**src/iar_ram.sv**
```systemverilog
`timescale 1ns / 1ps
// ----------------------------------------------------------------------------
// iar_ram: generic single-port ram with registered read
// one write and one read of the same address per cycle
// ----------------------------------------------------------------------------
module iar_ram #(
  parameter int WIDTH = 8,
  parameter int DEPTH = 8
) (
  input  logic                             clk_i,
  input  logic                             we_i,
  input  logic [(DEPTH>1?$clog2(DEPTH):1)-1:0] addr_i,
  input  logic [WIDTH-1:0]                 wdata_i,
  output logic [WIDTH-1:0]                 rdata_o
);
  logic [WIDTH-1:0] mem_q [DEPTH];

  // write port and registered read
  always_ff @(posedge clk_i) begin
    if (we_i) begin
      mem_q[addr_i] <= wdata_i;
    end
    rdata_o <= mem_q[addr_i];
  end
endmodule

```
**config.mk**
```make
export PLATFORM = sky130hd
export DESIGN_NAME = iar_ram
export DESIGN_NICKNAME = d
export VERILOG_FILES = /design/src/iar_ram.sv
export SDC_FILE = /design/constraint.sdc
export NUM_CORES = 1
export LEC_CHECK = 0
export BUFFER_PORTS_ARGS = -buffer_cell sky130_fd_sc_hd__buf_2
export CORE_UTILIZATION = 30
export CTS_BUF_LIST = sky130_fd_sc_hd__clkbuf_8
export CTS_CLUSTER_DIAMETER = 120
export DETAILED_ROUTE_END_ITERATION = 8
export SYNTH_ARGS = -nofsm -noshare
export SYNTH_HDL_FRONTEND = slang
export SYNTH_SLANG_ARGS = --single-unit
```
**constraint.sdc**
```tcl
create_clock -name clk_i -period 2.62 [get_ports clk_i]
set_clock_uncertainty 0.15 [all_clocks]
set_input_delay 0.262 -clock clk_i [delete_from_list [all_inputs] [get_ports clk_i]]
set_output_delay 0.262 -clock clk_i [all_outputs]
set_load 0.02 [all_outputs]
```
==> flow_summary.yaml <==
logic_synthesis:
  yosysSeqAreaShare_pct: 76.7
  synth_edf_count: 64
  synth_most_common_cell: "edfxtp_1"
  ys_seq_elements: 72
  synth_area_leaders: "edfxtp_1 71%, mux4_2 6.6%, dfxtp_1 5.9%, mux4_1 3.9%, mux2_4 3.3%"
  synthDistinctLibCells: 28
  syn-mean-instance-area_sq_um: 21.0
  syn_area_sq_um: 2720
  synth_top_cell_by_area: "edfxtp_1"
  syn_nets: 142
  synthArstFlopShare_pct: 0
  yosysTopAreaCellShare_pct: 70.8
  yosys_warnings: 0
  synthTopCellsByCount: "64 x edfxtp_1, 8 x dfxtp_1, 8 x mux4_2"
  synthFlopType: "edfxtp_1"
  synth_cells: 129
timing:
  setup_tns_ps: 0
  post-route-min-period_ps: 1640
  setup_violations: 0
  rsz0062_at_grt: "false"
  finalCritPeriodShare_pct: 62.8
  fin_hold_ws_ps: 44.4
  maxSlewViolCount: 0
  worst_pin_slew_ps: 726
  hold_viol_final: 0
  fmax_mhz: 608
  max_slew_margin_pct: 51.3
grt:
  grt_max_degree: 26
  grt_pass1_wl_um: 7750
  grt_pass1_vias: 1364
  grtUsageTotal_pct: 11.5
  antenna_found_initial: 0
  grt_overflow: 0
cts:
  clk_path_buf_depth: 2
  worstSkewPairLatency_ps: 340
  cts_hold_buf: 0
  cts.sinks: 72
  numCtsBuffers: 9
  cts_root_buffer: "clkbuf_8"
  htreeDepth: 3
  cts_resized: 0
  cts_tree: "done"
  path_clk_slew_ps: 80
  post_cts_buffers: 0
detailed_routing:
  drt_iter0_drc: 82
  drt_pass1_iterations: 4
  routed_wl_um: 4970
  drc_errors: 0
  final_antenna_net_count: 0
  num_vias: 1278
  wl_per_cell_um: 17.9
  viasPerCell: 4.60
floorplan:
  rows: 34
  die-area_sq_um: 9440
  pin_count: 21
  die_h_um: 97.1
  start_util_pct: 31.1
  core_sq_um: 8720
  die_x_um: 97.1
critical_path:
  critPathLaunchType: "input pin"
  cp-end-kind: "flip-flop"
  r2r_cells: 2
  r2r_slack_ps: 1190
  critical_path.max_fanout: 25
  arrival_ps: 1550
  critPathLaunch: "addr_i[0]"
  required_ps: 2520
  rr_endpoint: "rdata_o[0]"
  endpoint: "mem_q[0][6]"
  rr_startpoint: "mem_q[7][0]"
  path_class: "input pin to flip-flop"
pwr:
  peakVddDrop_v: 0.000201
  p_leak_nw: 1.12
  power_density_nw_per_um2: 718
placed_design:
  place_hpwl_um: 3370
  port_buffers: 20
  place_congestion: 0.724
  dp.cells: 262
status:
  outcome: "completed"
worst_hold_path:
  hold_path.class: "input pin to flip-flop"
finish:
  antennaDiodeCount: 0
  syn_to_final_growth_pct: 16.6
  final_cells: 278
  drive_gt1_share_pct: 35.9
  num-nets-final: 178
job:
  maxCapViolations: 0
## power breakdown
| group | internal, mW | total [mW] | switching, mW |
|---|---|---|---|
| logic | 0.0694 | 0.156 | 0.0866 |
| registers | 1.30 | 1.31 | 0.0100 |
| clock network | 0.425 | 0.811 | 0.387 |
## how the worst min path moves through the flow
stage                       end  depth (start not counted)        from
detailed placement  mem_q[3][3]                          1  wdata_i[3]
global route        mem_q[0][1]                          1  wdata_i[1]
global placement    mem_q[4][3]                          1  wdata_i[3]
floorplan           mem_q[0][0]                          0  wdata_i[0]
finish              mem_q[0][1]                          1  wdata_i[1]
CTS                 mem_q[3][3]                          1  wdata_i[3]
## worst max-delay path, cell delays in order
cell    delay (ps)
buf_2          300
nor3_1         690
buf_4          280
## cells by family after synthesis
kind of cell | Yosys count | share of synthesized area, %
mux | 23 | 15.8
simple gates | 19 | 3.32
compound gates | 7 | 2.07
buf+inv | 8 | 2.12
flops | 72 | 76.7
## layout make-up
type	count	area (sq um)
Inverter	1	3.75
Clock buffer	9	124
Tap cell	108	135
Multi-Input combinational cell	49	576
Fill cell	802	5550
Sequential cell	72	2080
Timing Repair Buffer	32	190
Clock inverter	7	56.3
## registers in the layout (all words and copies together) (netlist names)
name / flops
rdata_o: 8
mem_q: 64
## per-layer routing
metal	track usage (%)	wire [um]
met1	14.3	2180
met2	18.3	2450
met3	4.10	264
met4	4.82	72
met5	0	0
## stage by stage
stage               total power [mW]  setup WS (ps)  instance area, sq um  util [%]
global placement                1.49            579                  2990      34.2
finish                          2.27            975                  3170      36.3
global route                    2.35            897                  3170      36.3
floorplan                       1.43            760                  2720         -
CTS                             2.29            951                  3170      36.3
detailed placement              1.49            591                  2990      34.2
## layout by cell type, fill, tap and decap left out
master,netlist,final
edfxtp_1,64,64
buf_2,3,20
buf_4,0,12
clkbuf_8,0,9
mux4_2,8,8
dfxtp_1,8,8
nor2_1,7,7
mux2_4,6,6
nand2_1,4,4
mux4_1,4,4
inv_1,1,3
clkinv_2,0,3
mux2i_1,2,2
mux2_2,2,2
nand3_1,2,2
nand2b_1,2,2
nor3_1,2,2
nand3b_1,1,1
o211a_1,1,1
and3b_1,1,1
a311oi_1,1,1
o221ai_1,1,1
mux2_1,1,1
a22oi_1,1,1
a21oi_1,1,1
a211o_1,1,1
o211ai_1,1,1
clkinv_1,0,1
bufinv_16,0,1
Note: power is estimated with default switching activity, not from simulation.
