==> src/iar_pkg.sv <==
`timescale 1ns / 1ps
// ----------------------------------------------------------------------------
// iar_pkg: shared types and constants of the accel-to-gyro resampler
// widths of samples, timestamps, weights and the gyro wait store
// ----------------------------------------------------------------------------
package iar_pkg;
  localparam int WAIT_DEPTH  = 8;
  localparam int SAMPLE_BITS = 32;
  localparam int WEIGHT_BITS = 16;
  localparam int TIME_BITS   = 63;
  localparam int NUM_AXES    = 3;
  localparam int IDX_BITS    = (WAIT_DEPTH > 1) ? $clog2(WAIT_DEPTH) : 1;
  localparam int CNT_BITS    = $clog2(WAIT_DEPTH + 1);
  localparam int WCNT_BITS   = $clog2(WEIGHT_BITS + 2);
  localparam int DIFF_BITS   = SAMPLE_BITS + 1;

  localparam logic FUNC_ACCEL = 1'b0;
  localparam logic FUNC_GYRO  = 1'b1;

  typedef logic [TIME_BITS-1:0]          time_t;
  typedef logic signed [SAMPLE_BITS-1:0] sample_t;
  typedef logic [WEIGHT_BITS:0]          weight_t;

  // gyro store entry, time and three axes
  typedef struct packed {
    time_t   t;
    sample_t x;
    sample_t y;
    sample_t z;
  } gyro_t;

  localparam int GYRO_BITS = $bits(gyro_t);

  typedef enum logic [4:0] {
    ST_IDLE  = 5'b00001,
    ST_SCAN  = 5'b00010,
    ST_DIV   = 5'b00100,
    ST_BLEND = 5'b01000,
    ST_OUT   = 5'b10000
  } state_e;
endpackage

==> src/iar_lane.sv <==
`timescale 1ns / 1ps
// ----------------------------------------------------------------------------
// iar_lane: one axis blend lane
// older + round(|newer - older| * w / 2^WEIGHT_BITS), sign of the difference
// ----------------------------------------------------------------------------
module iar_lane (
  input  logic               clk_i,
  input  logic               load_i,
  input  iar_pkg::sample_t   older_i,
  input  iar_pkg::sample_t   newer_i,
  input  iar_pkg::weight_t   weight_i,
  output iar_pkg::sample_t   result_o
);
  import iar_pkg::*;

  logic signed [DIFF_BITS-1:0] diff;
  logic [DIFF_BITS-1:0]        mag;
  logic [DIFF_BITS+WEIGHT_BITS:0] prod_q;
  logic                        neg_q;
  sample_t                     base_q;
  logic [DIFF_BITS-1:0]        q;
  logic signed [DIFF_BITS-1:0] sum;

  assign diff = DIFF_BITS'(newer_i) - DIFF_BITS'(older_i);
  assign mag  = diff[DIFF_BITS-1] ? DIFF_BITS'(-diff) : diff;

  // registered product, then rounding and sign in the next cycle
  always_ff @(posedge clk_i) begin
    if (load_i) begin
      prod_q <= (DIFF_BITS+WEIGHT_BITS+1)'(mag) * (DIFF_BITS+WEIGHT_BITS+1)'(weight_i);
      neg_q  <= diff[DIFF_BITS-1];
      base_q <= older_i;
    end
  end

  // rounds the whole product half up before the shift
  assign q   = DIFF_BITS'((prod_q + (DIFF_BITS+WEIGHT_BITS+1)'(1 << (WEIGHT_BITS-1)))
                          >> WEIGHT_BITS);
  assign sum = neg_q ? (DIFF_BITS'(base_q) - $signed(q)) : (DIFF_BITS'(base_q) + $signed(q));
  assign result_o = sum[SAMPLE_BITS-1:0];
endmodule
==> config.mk <==
export PLATFORM = sky130hd
export DESIGN_NAME = iar_lane
export DESIGN_NICKNAME = d
export VERILOG_FILES = /design/src/iar_pkg.sv /design/src/iar_lane.sv
export SDC_FILE = /design/constraint.sdc
export NUM_CORES = 2
export LEC_CHECK = 0
export ABC_AREA = 1
export BUFFER_PORTS_ARGS = -buffer_cell sky130_fd_sc_hd__buf_2
export CORE_MARGIN = 3
export CORE_UTILIZATION = 60
export CTS_BUF_LIST = sky130_fd_sc_hd__clkbuf_2 sky130_fd_sc_hd__clkbuf_4 sky130_fd_sc_hd__clkbuf_8
export DETAILED_ROUTE_END_ITERATION = 16
export MAX_ROUTING_LAYER = met4
export PLACE_DENSITY = 0.78
export SYNTH_ARGS = -nofsm -noshare
export SYNTH_HDL_FRONTEND = slang
export SYNTH_SLANG_ARGS = --single-unit
==> constraint.sdc <==
create_clock -name clk_i -period 22.2 [get_ports clk_i]
set_clock_uncertainty 0.2 [all_clocks]
set_input_delay 3.33 -clock clk_i [delete_from_list [all_inputs] [get_ports clk_i]]
set_output_delay 3.33 -clock clk_i [all_outputs]
set_load 0.01 [all_outputs]
==> flow_summary_export.csv <==
group,metric,value,unit
cts,cts_sinks,66,
yosys,syn_inst,3525,
routing,drc_errors,0,
cts,cts_buffers,9,
yosys,synth_cell_type_count,60,
yosys,netlist_area,26000,sq um
yosys,async_flop_share,0,
die,rows,75,
yosys,postSynthAreaPerCell,7.38,sq um
finish,area_growth,4.34,%
placed_design,gp_congestion,1.00,
timing,slew_violations,0,
setup_path,cp.required,22.10,ns
die,die-area,45900,sq um
routing,wl_per_cell,18.4,microns
setup_path,cpPeakStageDelay,0.81,ns
global_routing,grtUsageTotal,0.344,
routing,drtIter0Drc,2126,
global_routing,grt_pass1_vias,23000,
cts,cts_resized,0,
setup_path,crit_path_end_kind,"flip-flop",
die,die_x,214,microns
cts,hold_buffers,0,
die,coreArea,42400,sq um
timing,fin_crit,12.54,ns
setup_path,slowest_stage,"xor2_2",
timing,min_period_over_period,0.565,
global_routing,grt_max_degree,67,
cts,cts.clk_slew.worst_paths,0.08,ns
setup_path,crit_fanout,35,
timing,tns,0,ns
global_routing,overflow,0,
die,die_h,214,microns
cts,cts_buffer_depth,2,
global_routing,grt_pass1_wl,121000,microns
routing,drt-pass1-iter-count,8,
finish,layout-drive-gt1-share,0.0705,
timing,tightestPinTransition,1.03,ns
timing,rsz0062_at_grt,"false",
yosys,synth_nets,4248,
cts,h-tree-depth,3,
finish,layout_commonest_cell,"nand2_1",
setup_path,critPathLaunchType,"primary input",
setup_path,crit_top_cell,"nand2_1",
placed_design,port_buffers,114,
cts,cts_tree,"built",
worst_hold_path,min-delay-path-class,"in2reg",
cts,cts_setup_buffers,0,
routing,via_count,22600,
cts,clock-root-buffer,"clkbuf_8",
die,initial_core_util,0.613,
routing,wl,76200,microns
timing,fmax,0.0797,GHz
setup_path,endpoint,"prod_q[45]$_DFFE_PP_",
yosys,ys_seq_area_frac,0.0762,
die,ios,115,
status,status,"finished clean",
yosys,synth_warnings,0,
yosys,synth_ff_type,"edfxtp_1",
yosys,synth-seq-cells,66,
placed_design,place_hpwl,64200,microns
timing,finalHoldViolCount,0,
finish,most-common-layout-cells,"nand2_1 (879), inv_1 (823), fa_1 (463)",
routing,postRouteAntennaNets,0,
global_routing,antenna_found_initial,1,
finish,fin_nets,4291,
setup_path,crit_type,"in2reg",
setup_path,arrival,12.44,ns
timing,relSlewSlack,0.310,
finish,fillers,3835,
timing,setup_viol,0,
routing,via_per_inst,5.45,
yosys,synth_edf_count,66,
job,maxCapViolCount,0,
setup_path,crit_start,"older_i[0]",
-- sequential cells by signal, summed over array words and instances (netlist names) --
signal	cells
base_q	32
prod_q	33
neg_q	1
-- metrics by stage --
step	utilization	hold WS, ns	cell area, sq um	worst slack (ns)	cells
3_3_place_gp	0.635	3.33	26900	9.71	4134
2_1_floorplan	-	3.23	26000	11.24	3525
5_1_grt	0.640	2.93	27100	9.01	4151
6_report	0.640	2.95	27100	9.66	4151
3_5_place_dp	0.635	3.32	26900	9.45	4134
4_1_cts	0.639	2.94	27100	9.80	4150
-- worst max-delay path, delay by kind of cell --
kind / cells / cell delay, ns
fa+ha+maj: 9 / 4.16
buf+inv: 7 / 1.10
simple gates: 15 / 1.95
compound gates: 5 / 0.92
xor+xnor: 2 / 0.96
-- logic make-up after synthesis --
group / count (synthesis) / synth area share
buf+inv: 930 / 0.137
simple gates: 1524 / 0.248
compound gates: 232 / 0.0506
xor+xnor: 133 / 0.0465
flops: 66 / 0.0762
fa+ha+maj: 640 / 0.442
-- synth_stat cells (all sizes together) (51+ instances only) --
cell type / number / area, sq um
nand2: 924 / 3590
inv: 834 / 3130
fa: 463 / 9270
nor2: 370 / 1460
ha: 177 / 2210
nand3: 136 / 783
a21oi: 113 / 566
xor2: 82 / 748
o21ai: 69 / 360
edfxtp: 66 / 1980
clkbuf: 55 / 206
xnor2: 51 / 462
-- cell type report --
type	instances	area, sq um	area share
Antenna cell	1	2.50	0.0000922
Clock buffer	9	124	0.00457
Clock inverter	7	76.3	0.00281
Inverter	845	3170	0.117
Multi-Input combinational cell	2529	20500	0.754
Sequential cell	66	1980	0.0731
Tap cell	577	722	0.0266
Timing Repair Buffer	117	593	0.0219
-- how the worst min path moves through the flow --
stage | startpoint | end | slack (ns) | depth (start not counted)
after floorplan | older_i[0] | base_q[0]$_DFFE_PP_ | 3.23 | 0
after global placement | older_i[13] | base_q[13]$_DFFE_PP_ | 3.33 | 1
after detailed placement | older_i[13] | base_q[13]$_DFFE_PP_ | 3.32 | 1
after CTS | older_i[13] | base_q[13]$_DFFE_PP_ | 2.94 | 1
after global routing | older_i[13] | base_q[13]$_DFFE_PP_ | 2.93 | 1
final | older_i[13] | base_q[13]$_DFFE_PP_ | 2.95 | 1
-- routing by layer --
| layer | vias to the layer above | global-route usage | routed length (microns) |
|---|---|---|---|
| met5 | - | - | 0 |
| met4 | 0 | 0.128 | 3390 |
| met3 | 204 | 0.0619 | 6510 |
| met2 | 1005 | 0.553 | 35700 |
| met1 | 10900 | 0.440 | 30600 |
| li1 | 10600 | - | - |
Power is not shown: default switching activity piles up to over one toggle a cycle in this logic, so the estimate is an artifact.
